### config.mk
export PLATFORM = sky130hd
export DESIGN_NAME = three_axis_tustin_lowpass
export DESIGN_NICKNAME = d
export VERILOG_FILES = /design/src/tlp_pkg.sv /design/src/tlp_div.sv /design/src/three_axis_tustin_lowpass.sv
export SDC_FILE = /design/constraint.sdc
export NUM_CORES = 2
export LEC_CHECK = 0
export BUFFER_PORTS_ARGS = -buffer_cell sky130_fd_sc_hd__buf_2
export CAP_MARGIN = 20
export CORE_ASPECT_RATIO = 1.75
export CORE_UTILIZATION = 55
export CTS_CLUSTER_SIZE = 16
export DETAILED_ROUTE_END_ITERATION = 6
export GPL_TIMING_DRIVEN = 0
export PLACE_DENSITY_LB_ADDON = 0.15
export RECOVER_POWER = 50
export SETUP_SLACK_MARGIN = 0.15
export SYNTH_ARGS = -nofsm -noshare
export SYNTH_HDL_FRONTEND = slang
export SYNTH_HIERARCHICAL = 1
export SYNTH_SLANG_ARGS = --single-unit
export TNS_END_PERCENT = 50
### constraint.sdc
create_clock -name clk -period 14.57 [get_ports clk]
set_input_delay 0.7285 -clock clk [delete_from_list [all_inputs] [get_ports clk]]
set_output_delay 0.7285 -clock clk [all_outputs]
set_load 0.01 [all_outputs]
### src/tlp_pkg.sv
// Shared constants, types and state encodings for the three-axis Tustin lowpass.
package tlp_pkg;

  // Field widths and fixed-point formats.
  localparam int SAMPLE_W = 24;
  localparam int COEF_F   = 18;
  localparam int TS_W     = 20;
  localparam int CUT_W    = 16;
  localparam int AXES     = 3;

  // Derived datapath widths.
  localparam int P_W    = TS_W + CUT_W;
  localparam int DEN_W  = P_W + 1;
  localparam int NUM_W  = P_W + COEF_F + 1;
  localparam int Q_W    = COEF_F + 1;
  localparam int A_W    = COEF_F + 2;
  localparam int SUM_W  = SAMPLE_W + 1;
  localparam int ACC_W  = SAMPLE_W + COEF_F + 3;
  localparam int DCNT_W = $clog2(Q_W);
  localparam int CNT_W  = $clog2((A_W > CUT_W) ? A_W : CUT_W) + 1;

  localparam logic [CUT_W-1:0] CUT_RESET    = CUT_W'(2560);
  // Two times 2^8 times 10^6: scales the Q8.8 rad/s times microseconds product.
  localparam logic [DEN_W-1:0] TUSTIN_SCALE = DEN_W'(512000000);

  // Main sequencer states.
  typedef enum logic [2:0] {
    ST_IDLE,
    ST_MUL,
    ST_DSTART,
    ST_DIV,
    ST_FILT,
    ST_OUT
  } tlp_state_t;

  // Divider sequencer states.
  typedef enum logic [2:0] {
    DV_IDLE,
    DV_DEN,
    DV_LOAD,
    DV_RUN,
    DV_DONE
  } tlp_div_state_t;

  // Status returned by the divider.
  typedef struct packed {
    logic           done;
    logic [Q_W-1:0] quot;
  } tlp_div_rsp_t;

endpackage

### src/tlp_div.sv
// Bit-serial restoring divider that forms the Tustin coefficient B from the rate product.
module tlp_div import tlp_pkg::*; (
  input  logic           clk,
  input  logic           rst_n,
  input  logic           start,
  input  logic [P_W-1:0] prod,
  output tlp_div_rsp_t   rsp
);

  tlp_div_state_t      state_r, state_nxt;
  logic [P_W-1:0]      p_r;
  logic [DEN_W-1:0]    den_r;
  logic [DEN_W-1:0]    rem_r;
  logic [Q_W-1:0]      lo_r;
  logic [Q_W-1:0]      q_r;
  logic [DCNT_W-1:0]   cnt_r;
  logic                den_en, load_en, run_en, done;
  logic [NUM_W-1:0]    num;
  logic [DEN_W:0]      trial;
  logic [DEN_W:0]      diff;
  logic                qbit;

  // Next state: form the denominator, load the numerator, then one quotient bit a cycle.
  always_comb begin
    state_nxt = state_r;
    case (state_r)
      DV_IDLE: if (start) state_nxt = DV_DEN;
      DV_DEN:  state_nxt = DV_LOAD;
      DV_LOAD: state_nxt = DV_RUN;
      DV_RUN:  if (cnt_r == DCNT_W'(Q_W - 1)) state_nxt = DV_DONE;
      DV_DONE: state_nxt = DV_IDLE;
      default: state_nxt = DV_IDLE;
    endcase
  end

  // Step enables decoded from the state.
  always_comb begin
    den_en  = 1'b0;
    load_en = 1'b0;
    run_en  = 1'b0;
    done    = 1'b0;
    case (state_r)
      DV_DEN:  den_en  = 1'b1;
      DV_LOAD: load_en = 1'b1;
      DV_RUN:  run_en  = 1'b1;
      DV_DONE: done    = 1'b1;
      default: ;
    endcase
  end

  // Numerator p * 2^F + D/2 for rounding to nearest, and one restoring trial step.
  always_comb begin
    num   = NUM_W'({p_r, {COEF_F{1'b0}}}) + NUM_W'(den_r >> 1);
    trial = {rem_r, lo_r[Q_W-1]};
    diff  = trial - {1'b0, den_r};
    qbit  = (trial >= {1'b0, den_r});
  end

  // Control registers.
  always_ff @(posedge clk) begin
    if (!rst_n) begin
      state_r <= DV_IDLE;
      cnt_r   <= '0;
    end else begin
      state_r <= state_nxt;
      if (load_en) begin
        cnt_r <= '0;
      end else if (run_en) begin
        cnt_r <= cnt_r + DCNT_W'(1);
      end
    end
  end

  // Datapath registers. The quotient is known to stay below 2^Q_W, so the
  // upper numerator bits start below the denominator.
  always_ff @(posedge clk) begin
    if (state_r == DV_IDLE && start) begin
      p_r <= prod;
    end
    if (den_en) begin
      den_r <= TUSTIN_SCALE + DEN_W'(p_r);
    end
    if (load_en) begin
      rem_r <= DEN_W'(num[NUM_W-1:Q_W]);
      lo_r  <= num[Q_W-1:0];
      q_r   <= '0;
    end else if (run_en) begin
      rem_r <= qbit ? diff[DEN_W-1:0] : trial[DEN_W-1:0];
      lo_r  <= lo_r << 1;
      q_r   <= {q_r[Q_W-2:0], qbit};
    end
  end

  assign rsp.done = done;
  assign rsp.quot = q_r;

endmodule

### src/three_axis_tustin_lowpass.sv
// Each accepted request goes through the bit-serial rate multiplier, the restoring divider
// and the shared filter pass; a new request is taken only after the previous one is through
// all three and its result has been loaded into the output register.
// A new request is taken while the previous result still waits on the output.
// Reset (synchronous, rst_n low) clears the previous inputs and outputs to zero
// and loads the cutoff register with 10.0 rad/s.
module three_axis_tustin_lowpass import tlp_pkg::*; (
  input  logic                       clk,
  input  logic                       rst_n,
  input  logic                       cfg_wr_en,
  input  logic [CUT_W-1:0]           cfg_wr_data,
  input  logic                       in_valid,
  output logic                       in_ready,
  input  logic [TS_W-1:0]            in_timestep_us,
  input  logic signed [SAMPLE_W-1:0] in_sample_x,
  input  logic signed [SAMPLE_W-1:0] in_sample_y,
  input  logic signed [SAMPLE_W-1:0] in_sample_z,
  output logic                       out_valid,
  input  logic                       out_ready,
  output logic signed [SAMPLE_W-1:0] out_filtered_x,
  output logic signed [SAMPLE_W-1:0] out_filtered_y,
  output logic signed [SAMPLE_W-1:0] out_filtered_z
);

  // Rounds away the coefficient fraction (the half is preloaded) and clamps to the sample range.
  function automatic logic signed [SAMPLE_W-1:0] sat_sample(input logic signed [ACC_W-1:0] v);
    logic signed [ACC_W-1:0] sh;
    logic                    ovf;
    sh  = v >>> COEF_F;
    ovf = (sh[ACC_W-1:SAMPLE_W-1] != {(ACC_W - SAMPLE_W + 1){sh[ACC_W-1]}});
    if (ovf) begin
      return sh[ACC_W-1] ? {1'b1, {(SAMPLE_W - 1){1'b0}}} : {1'b0, {(SAMPLE_W - 1){1'b1}}};
    end
    return sh[SAMPLE_W-1:0];
  endfunction

  tlp_state_t              state_r, state_nxt;
  logic [CNT_W-1:0]        cnt_r;
  logic [CUT_W-1:0]        cutoff_r;
  logic [CUT_W-1:0]        cut_sh_r;
  logic [P_W-1:0]          tsm_r;
  logic [P_W-1:0]          p_r;
  logic [A_W-1:0]          a_sh_r;
  logic [A_W-1:0]          b_sh_r;
  logic [A_W-1:0]          a_val;
  logic signed [SAMPLE_W-1:0] in_x      [AXES];
  logic signed [SAMPLE_W-1:0] xin_r     [AXES];
  logic signed [SAMPLE_W-1:0] xp_r      [AXES];
  logic signed [SAMPLE_W-1:0] yp_r      [AXES];
  logic signed [SAMPLE_W-1:0] out_y_r   [AXES];
  logic signed [SAMPLE_W-1:0] y_sat     [AXES];
  logic signed [SUM_W-1:0]    pair_sum  [AXES];
  logic signed [ACC_W-1:0]    ym_r      [AXES];
  logic signed [ACC_W-1:0]    sm_r      [AXES];
  logic signed [ACC_W-1:0]    acc_r     [AXES];
  logic signed [ACC_W-1:0]    acc_nxt   [AXES];
  logic signed [ACC_W-1:0]    term_a    [AXES];
  logic signed [ACC_W-1:0]    term_b    [AXES];
  logic                    out_valid_r;
  logic                    accept, mul_en, div_start, coef_load, filt_en, out_load;
  logic                    out_free, mul_last, filt_last;
  tlp_div_rsp_t            div_rsp;

  assign in_x[0] = in_sample_x;
  assign in_x[1] = in_sample_y;
  assign in_x[2] = in_sample_z;

  assign out_free  = !out_valid_r || out_ready;
  assign mul_last  = (cnt_r == CNT_W'(CUT_W - 1));
  assign filt_last = (cnt_r == CNT_W'(A_W - 1));

  // Next state of the sequencer.
  always_comb begin
    state_nxt = state_r;
    case (state_r)
      ST_IDLE:   if (in_valid) state_nxt = ST_MUL;
      ST_MUL:    if (mul_last) state_nxt = ST_DSTART;
      ST_DSTART: state_nxt = ST_DIV;
      ST_DIV:    if (div_rsp.done) state_nxt = ST_FILT;
      ST_FILT:   if (filt_last) state_nxt = ST_OUT;
      ST_OUT:    if (out_free) state_nxt = ST_IDLE;
      default:   state_nxt = ST_IDLE;
    endcase
  end

  // Step enables decoded from the state.
  always_comb begin
    in_ready  = 1'b0;
    mul_en    = 1'b0;
    div_start = 1'b0;
    coef_load = 1'b0;
    filt_en   = 1'b0;
    out_load  = 1'b0;
    case (state_r)
      ST_IDLE:   in_ready  = 1'b1;
      ST_MUL:    mul_en    = 1'b1;
      ST_DSTART: div_start = 1'b1;
      ST_DIV:    coef_load = div_rsp.done;
      ST_FILT:   filt_en   = 1'b1;
      ST_OUT:    out_load  = out_free;
      default:   ;
    endcase
  end

  assign accept = in_valid && in_ready;

  // Coefficient divider.
  tlp_div u_div (
    .clk   (clk),
    .rst_n (rst_n),
    .start (div_start),
    .prod  (p_r),
    .rsp   (div_rsp)
  );

  // A = 1 - 2B in Q1.F, two's complement.
  assign a_val = (A_W'(1) << COEF_F) - (A_W'(div_rsp.quot) << 1);

  // Filter lanes: one coefficient bit a cycle; the sign bit of A weighs negative.
  always_comb begin
    for (int i = 0; i < AXES; i++) begin
      pair_sum[i] = SUM_W'(xin_r[i]) + SUM_W'(xp_r[i]);
      term_a[i]   = a_sh_r[0] ? ym_r[i] : '0;
      term_b[i]   = b_sh_r[0] ? sm_r[i] : '0;
      acc_nxt[i]  = (filt_last ? acc_r[i] - term_a[i] : acc_r[i] + term_a[i]) + term_b[i];
      y_sat[i]    = sat_sample(acc_r[i]);
    end
  end

  // Control registers and filter state.
  always_ff @(posedge clk) begin
    if (!rst_n) begin
      state_r     <= ST_IDLE;
      cnt_r       <= '0;
      cutoff_r    <= CUT_RESET;
      out_valid_r <= 1'b0;
      for (int i = 0; i < AXES; i++) begin
        xp_r[i] <= '0;
        yp_r[i] <= '0;
      end
    end else begin
      state_r <= state_nxt;
      if (cfg_wr_en) begin
        cutoff_r <= cfg_wr_data;
      end
      if (accept || coef_load) begin
        cnt_r <= '0;
      end else if (mul_en || filt_en) begin
        cnt_r <= cnt_r + CNT_W'(1);
      end
      if (out_load) begin
        out_valid_r <= 1'b1;
      end else if (out_ready) begin
        out_valid_r <= 1'b0;
      end
      if (out_load) begin
        for (int i = 0; i < AXES; i++) begin
          xp_r[i] <= xin_r[i];
          yp_r[i] <= y_sat[i];
        end
      end
    end
  end

  // Rate product timestep * cutoff, one cutoff bit a cycle.
  always_ff @(posedge clk) begin
    if (accept) begin
      p_r      <= '0;
      cut_sh_r <= cutoff_r;
      tsm_r    <= P_W'(in_timestep_us);
    end else if (mul_en) begin
      if (cut_sh_r[0]) begin
        p_r <= p_r + tsm_r;
      end
      cut_sh_r <= cut_sh_r >> 1;
      tsm_r    <= tsm_r << 1;
    end
  end

  // Sample capture, filter shift registers and the output register.
  always_ff @(posedge clk) begin
    if (accept) begin
      for (int i = 0; i < AXES; i++) begin
        xin_r[i] <= in_x[i];
      end
    end
    if (coef_load) begin
      a_sh_r <= a_val;
      b_sh_r <= A_W'(div_rsp.quot);
      for (int i = 0; i < AXES; i++) begin
        acc_r[i] <= ACC_W'(1) <<< (COEF_F - 1);
        ym_r[i]  <= ACC_W'(yp_r[i]);
        sm_r[i]  <= ACC_W'(pair_sum[i]);
      end
    end else if (filt_en) begin
      a_sh_r <= a_sh_r >> 1;
      b_sh_r <= b_sh_r >> 1;
      for (int i = 0; i < AXES; i++) begin
        acc_r[i] <= acc_nxt[i];
        ym_r[i]  <= ym_r[i] <<< 1;
        sm_r[i]  <= sm_r[i] <<< 1;
      end
    end
    if (out_load) begin
      for (int i = 0; i < AXES; i++) begin
        out_y_r[i] <= y_sat[i];
      end
    end
  end

  assign out_valid      = out_valid_r;
  assign out_filtered_x = out_y_r[0];
  assign out_filtered_y = out_y_r[1];
  assign out_filtered_z = out_y_r[2];

endmodule

# [Word-level counts from Yosys, hierarchy flattened]
# Memories as Yosys holds them, arrays and structs flattened.
# Cells that the tools add are included.
[totals] wordCells=182 out_inout_bits=74 input_bits=113 regBits=309 ram_bits=693 memories=7
[memory_table] memory="acc_r" depth=3 word_bits=45 rd=3 rd_ports_with_merged_regs=0 wr=3 line_no="three_axis_tustin_lowpass.sv:55" text="logic signed [ACC_W-1:0] acc_r [AXES];"
[memory_table] memory="sm_r" depth=3 word_bits=45 rd=3 rd_ports_with_merged_regs=0 wr=3 line_no="three_axis_tustin_lowpass.sv:54" text="logic signed [ACC_W-1:0] sm_r [AXES];"
[memory_table] memory="ym_r" depth=3 word_bits=45 rd=3 rd_ports_with_merged_regs=0 wr=3 line_no="three_axis_tustin_lowpass.sv:53" text="logic signed [ACC_W-1:0] ym_r [AXES];"
[memory_table] memory="out_y_r" depth=3 word_bits=24 rd=3 rd_ports_with_merged_regs=0 wr=3 line_no="three_axis_tustin_lowpass.sv:50" text="logic signed [SAMPLE_W-1:0] out_y_r [AXES];"
[memory_table] memory="xin_r" depth=3 word_bits=24 rd=3 rd_ports_with_merged_regs=0 wr=3 line_no="three_axis_tustin_lowpass.sv:47" text="logic signed [SAMPLE_W-1:0] xin_r [AXES];"
[memory_table] memory="xp_r" depth=3 word_bits=24 rd=3 rd_ports_with_merged_regs=0 wr=3 line_no="three_axis_tustin_lowpass.sv:48" text="logic signed [SAMPLE_W-1:0] xp_r [AXES];"
[memory_table] memory="+1 memories"
[classes] n_eq_ne=22 bitwise=16 addsub=19 n_lt_le_gt_ge=1 reduce_logical=17 mux=82
[op_table] cell="45-bit two-way mux" n=18
[op_table] cell="24-bit two-way mux" n=15
[op_table] cell="45-bit adder" n=6
[op_table] cell="45-bit subtractor" n=3
[op_table] cell="20-bit two-way mux" n=4
[op_table] cell="19-bit two-way mux" n=4
[op_table] cell="24-bit by 24-bit adder with 25-bit output" n=3
[op_table] cell="36-bit two-way mux" n=2
[op_table] cell="54-bit by 36-bit adder with 55-bit output" n=1
[op_table] cell="38-bit by 37-bit >= comparator with 1-bit output" n=1
[op_table] cell="29-bit by 36-bit adder with 37-bit output, first input constant" n=1
[op_table] cell="37-bit two-way mux" n=1
[op_table] cell="37-bit subtractor" n=1
[op_table] cell="36-bit adder" n=1
[op_table] cell="16-bit two-way mux" n=2
[op_table] cell="1-bit two-way mux" n=27
[op_table] cell="3-bit two-way mux" n=7
[op_table] cell="19-bit by 20-bit subtractor with 20-bit output, first input constant" n=1
[op_table] cell="3-bit one-hot mux with 6 select lines" n=1
[op_table] cell="1-bit bitwise OR" n=15
[op_table] cell="3-bit by 2-bit == test with 1-bit output, second input constant" n=4
[op_table] cell="3-bit one-hot mux with 4 select lines" n=1
[op_table] cell="3-bit == test, second input constant" n=3
[op_table] cell="3-bit inequality test" n=3
[op_table] cell="17 further kinds" n=32

# [Depth between registers and ports, before layout]
[depth] ltp_word=7 ltp_mapped=40 mapped_depth_nobuf=32

# [By module]
# The synthesis kept the hierarchy.
[modules_own_cells] mod="three_axis_tustin_lowpass" n_inst=1 seq_area_each_um2=24623.6 cells_each=5846 area_each_um2=55608.3
[modules_own_cells] mod="tlp_div" n_inst=1 seq_area_each_um2=4404.2 cells_each=978 area_each_um2=9495.4

# [Worst setup path after synthesis]
# No wires, ideal clock.
[synth_path] path_type="reg-to-reg" start="register u_div.state_r[0]" end="register a_sh_r[0] (enable)" setup_ns=3.185 path_buffers=5 stages_incl_launch_ff=11 slack_ns=2.381 t_arrival_ns=9.004 synth_period_minus_slack_ns=12.189 required_ns=11.385 path_cell_list="dfxtp_1 > clkbuf_1 > clkbuf_1 > nor2_1 > and2_1 > buf_4 > nand3_1 > or2_2 > clkbuf_1 > clkbuf_1 > nand2_1"
[synth_between] elab_chain_len=4
[synth_rtl] item="from (decl)" line_no="tlp_div.sv:10" text="tlp_div_state_t state_r, state_nxt;"
[synth_rtl] item="from (signal assigned)" line_no="tlp_div.sv:65" text="state_r <= state_nxt;"
[synth_rtl] item="3-bit == test" line_no="tlp_div.sv:42" text="case (state_r)"
[synth_rtl] item="1-bit two-way mux" line_no="tlp_div.sv:42"
[synth_rtl] item="via u_div.done" line_no="tlp_div.sv:17" text="logic den_en, load_en, run_en, done;"
[synth_rtl] item="1-bit two-way mux" line_no="three_axis_tustin_lowpass.sv:94" text="case (state_r)"
[synth_rtl] item="2-bit nonzero test (no source line)"
[synth_rtl] item="to (signal assigned)" line_no="three_axis_tustin_lowpass.sv:188" text="a_sh_r <= a_val;"
[synth_rtl] item="to (signal assigned)" line_no="three_axis_tustin_lowpass.sv:196" text="a_sh_r <= a_sh_r >> 1;"
[synth_rtl] item="to (decl)" line_no="three_axis_tustin_lowpass.sv:43" text="logic [A_W-1:0] a_sh_r;"
# The timed path passes the listed nets, and every way through them passes these cells.
# A chain may end at the register's enable or synchronous reset.

==> flow_metrics.tcl <==
set metrics [dict create \
    grt_overflow 0 \
    dieArea_mm2 0.120 \
    fill_cells 10200 \
    wirelength_um 212000 \
    total_leakage_power_uw 0.0294 \
    async_reset_ff_share_pct 0 \
    synthToLayoutAreaGrowth_pct 10.3 \
    cts.sinks 1002 \
    vias 54300 \
    path_common_cell "clkbuf_1" \
    ys_ff_latch 1002 \
    ys.flop_type "edfxtp_1" \
    syn_nets 7392 \
    sw_frac_of_total_pct 24.6 \
    grtUsageTotal_pct 35.1 \
    p_per_area_mw_per_mm2 91.8 \
    synth_edf_count 896 \
    grt_first_pass_wirelength_um 315000 \
    numCtsBuffers 98 \
    cp_data_arrival_time_ps 14220 \
    power_switching_uw 1620 \
    final_max_slew_viol_count 219 \
    ys_types 103 \
    fin_tns_setup_ps 0 \
    holdBufCountCts 0 \
    drive_gt1_share_pct 5.14 \
    htreeDepth 3 \
    end_kind "register" \
    power.total_uw 6590 \
    synthCells 6824 \
    power_frac_seq_pct 49.3 \
    layout.nets 7717 \
    io_pins 187 \
    clock_latency_ps 750 \
    violations "DRC, capacitance limit, slew limit" \
    cts_resized 0 \
    slowest_delay_ps 840 \
    yosys_warnings 6 \
    multi_input_area_mm2 0.0341 \
    required_ps 15060 \
    drt-pass1-iter-count 7 \
    combPwrFrac_pct 8.7 \
    drv_cap 7 \
    first_global_vias 53500 \
    route.detailed.drc 2 \
    cts-root-buf "clkbuf_16" \
    via_per_inst 6.20 \
    hold_ws_ps 154 \
    cp_max_fo 10 \
    die-width_um 262 \
    fmax_ghz 0.0728 \
    ir_drop_uv 117 \
    status "finished with violations" \
    fin_crit_ps 13730 \
    hpwlAfterDp_um 163000 \
    start_util_pct 55.6 \
    power.internal_uw 4970 \
    utilization_pct 61.3 \
    rows 166 \
    power_frac_clock_pct 42.0 \
    cts_tree "done" \
    die_y_um 457 \
    ys_seq_area_share_pct 44.6 \
    drt_iter0_drc 4679 \
    core-area_mm2 0.117 \
    antenna_found_initial 27 \
    syn_area_mm2 0.0651 \
    ant_nets 0 \
    clkTransAtPathRegs_ps 70 \
    wl_per_cell_um 24.2 \
    seqCellArea_mm2 0.0290 \
    period_share_pct 94.3 \
    synth.avg_cell_area_um2 9.54 \
    slowest_stage "buf_1" \
    cts.path.max_buffers 3 \
    skew_ps 23.4 \
    setup-violations-final 0 \
    postCtsSetupRepairBufs 0 \
    worstMarginPinSlew_ps 3680 \
    hp-class "in -> reg" \
    start_kind "register" \
    io_buffers 185 \
    grt_start_max_net_pins 70 \
    hold_viol_final 0 \
    slew_headroom_pct -145 \
    globalplace.congestion 0.997 \
    rsz0062_at_grt "false" \
    critPathKind "reg -> reg" \
]
-- layout make-up --
cell class | count | share of cell area, %
multi-input cells | 5324 | 47.6
repair buffers | 225 | 1.88
flip-flops and latches | 1002 | 40.4
clock inverters | 67 | 1.20
well taps | 1512 | 2.64
diodes | 20 | 0.0697
plain buffers | 319 | 1.73
clock buffers | 116 | 3.54
inverters | 179 | 0.936
-- path summary, 6_finish.rpt --
kind	from	slack, ps	depth (start not counted)	endpoint
worst min register to register	u_div/q_r[18]	450	2	u_div/q_r[18]
worst min-delay path	in_sample_z[21]	150	1	xin_r[0][69]
worst max register to register	a_sh_r[0]	840	37	acc_r[0][81]
worst max-delay path	a_sh_r[0]	840	37	acc_r[0][81]
-- sequential cells by signal, indices dropped and copies added, names as in the netlist, 20 cells and up --
name	cells
acc_r	135
sm_r	135
ym_r	135
out_y_r	72
xin_r	72
xp_r	72
yp_r	72
u_div/den_r	37
u_div/rem_r	37
p_r	36
tsm_r	36
u_div/p_r	36
a_sh_r	20
-- power groups by stage --
stage	registers (µW)	logic (µW)	clock network, µW
after floorplan	3290	407	0
after global placement	3320	544	0
after detailed placement	3310	564	0
after CTS	3250	569	2790
after global routing	3250	630	2880
final	3250	572	2770
-- synthesized netlist by cell type (all sizes together), types with 67 or more instances --
cell    count  area [µm²]
dfxtp     106        2120
and2      250        1560
and3      132         826
a211oi     69         533
a21o      357        2680
a21oi     609        3050
o21ai     302        1520
o21a       67         503
edfxtp    896       26900
xor2      222        1940
nand3     141         706
ha        443        5540
xnor2     272        2380
inv       177         664
nor2      542        2030
nand4      69         432
nand2     975        3660
nor3       94         470
clkbuf    287        1080
-- per-stage QoR --
step / worst slack, ps / std cells / cell area, µm²
after floorplan: 2380 / 6824 / 65100
after global placement: -5400 / 8521 / 67900
after detailed placement: 1340 / 8559 / 68600
after CTS: 1310 / 8742 / 72000
after global routing: 730 / 8761 / 71800
final: 835 / 8764 / 71800
-- routing by layer --
metal | part of all wire (%) | track usage [%] | vias up
met5 | 0.022 | 0 | -
met4 | 9.2 | 28.5 | 6
met3 | 6.6 | 6.25 | 754
met2 | 50 | 60.7 | 2112
met1 | 35 | 36.8 | 25900
li1 | - | - | 25500
-- worst max-delay path, delay by kind of cell (launching register included) --
| kind | cells | cell delay [ps] |
|---|---|---|
| and+or+nand+nor | 12 | 2580 |
| DFF | 1 | 470 |
| buffers and inverters | 8 | 4960 |
| AOI/OAI and AO/OA | 12 | 3600 |
| adders and majority gates | 3 | 1100 |
| xor gates and xnor gates | 2 | 700 |
-- logic make-up (layout without fill, tap and decap cells) --
kind of cell,Yosys count,count (layout),synth area share (%)
flip-flops,1002,1002,44.6
AND/OR/NAND/NOR,2467,2467,17.7
other,0,20,0
XOR/XNOR,494,494,6.65
AO/OA/AOI/OAI,1866,1866,18.6
multiplexers,42,42,0.659
adder cells (fa/ha/maj),455,455,8.88
buffers and inverters,498,906,2.95
-- cell usage in the layout, fill, tap and decap left out, types with 35 or more instances in the layout --
cell       count
and3_1       132
inv_1        177
a31oi_1       62
o211ai_1      55
ha_1         443
a21o_1       357
dfxtp_1      106
nor3_1        94
o21ai_0      285
mux2i_1       35
nand3_1      141
nand2_1      974
nor2b_1       59
and2_1       206
edfxtp_1     896
o21a_1        67
buf_2        123
nand4_1       69
clkbuf_1     397
xor2_1       222
o31ai_1       39
nand2b_1      46
xnor2_1      272
or3_1         40
clkbuf_16     98
o21bai_1      64
a21oi_1      608
and2_0        44
a211oi_1      66
nor2_1       542
Note: power is estimated with default switching activity, not from simulation.
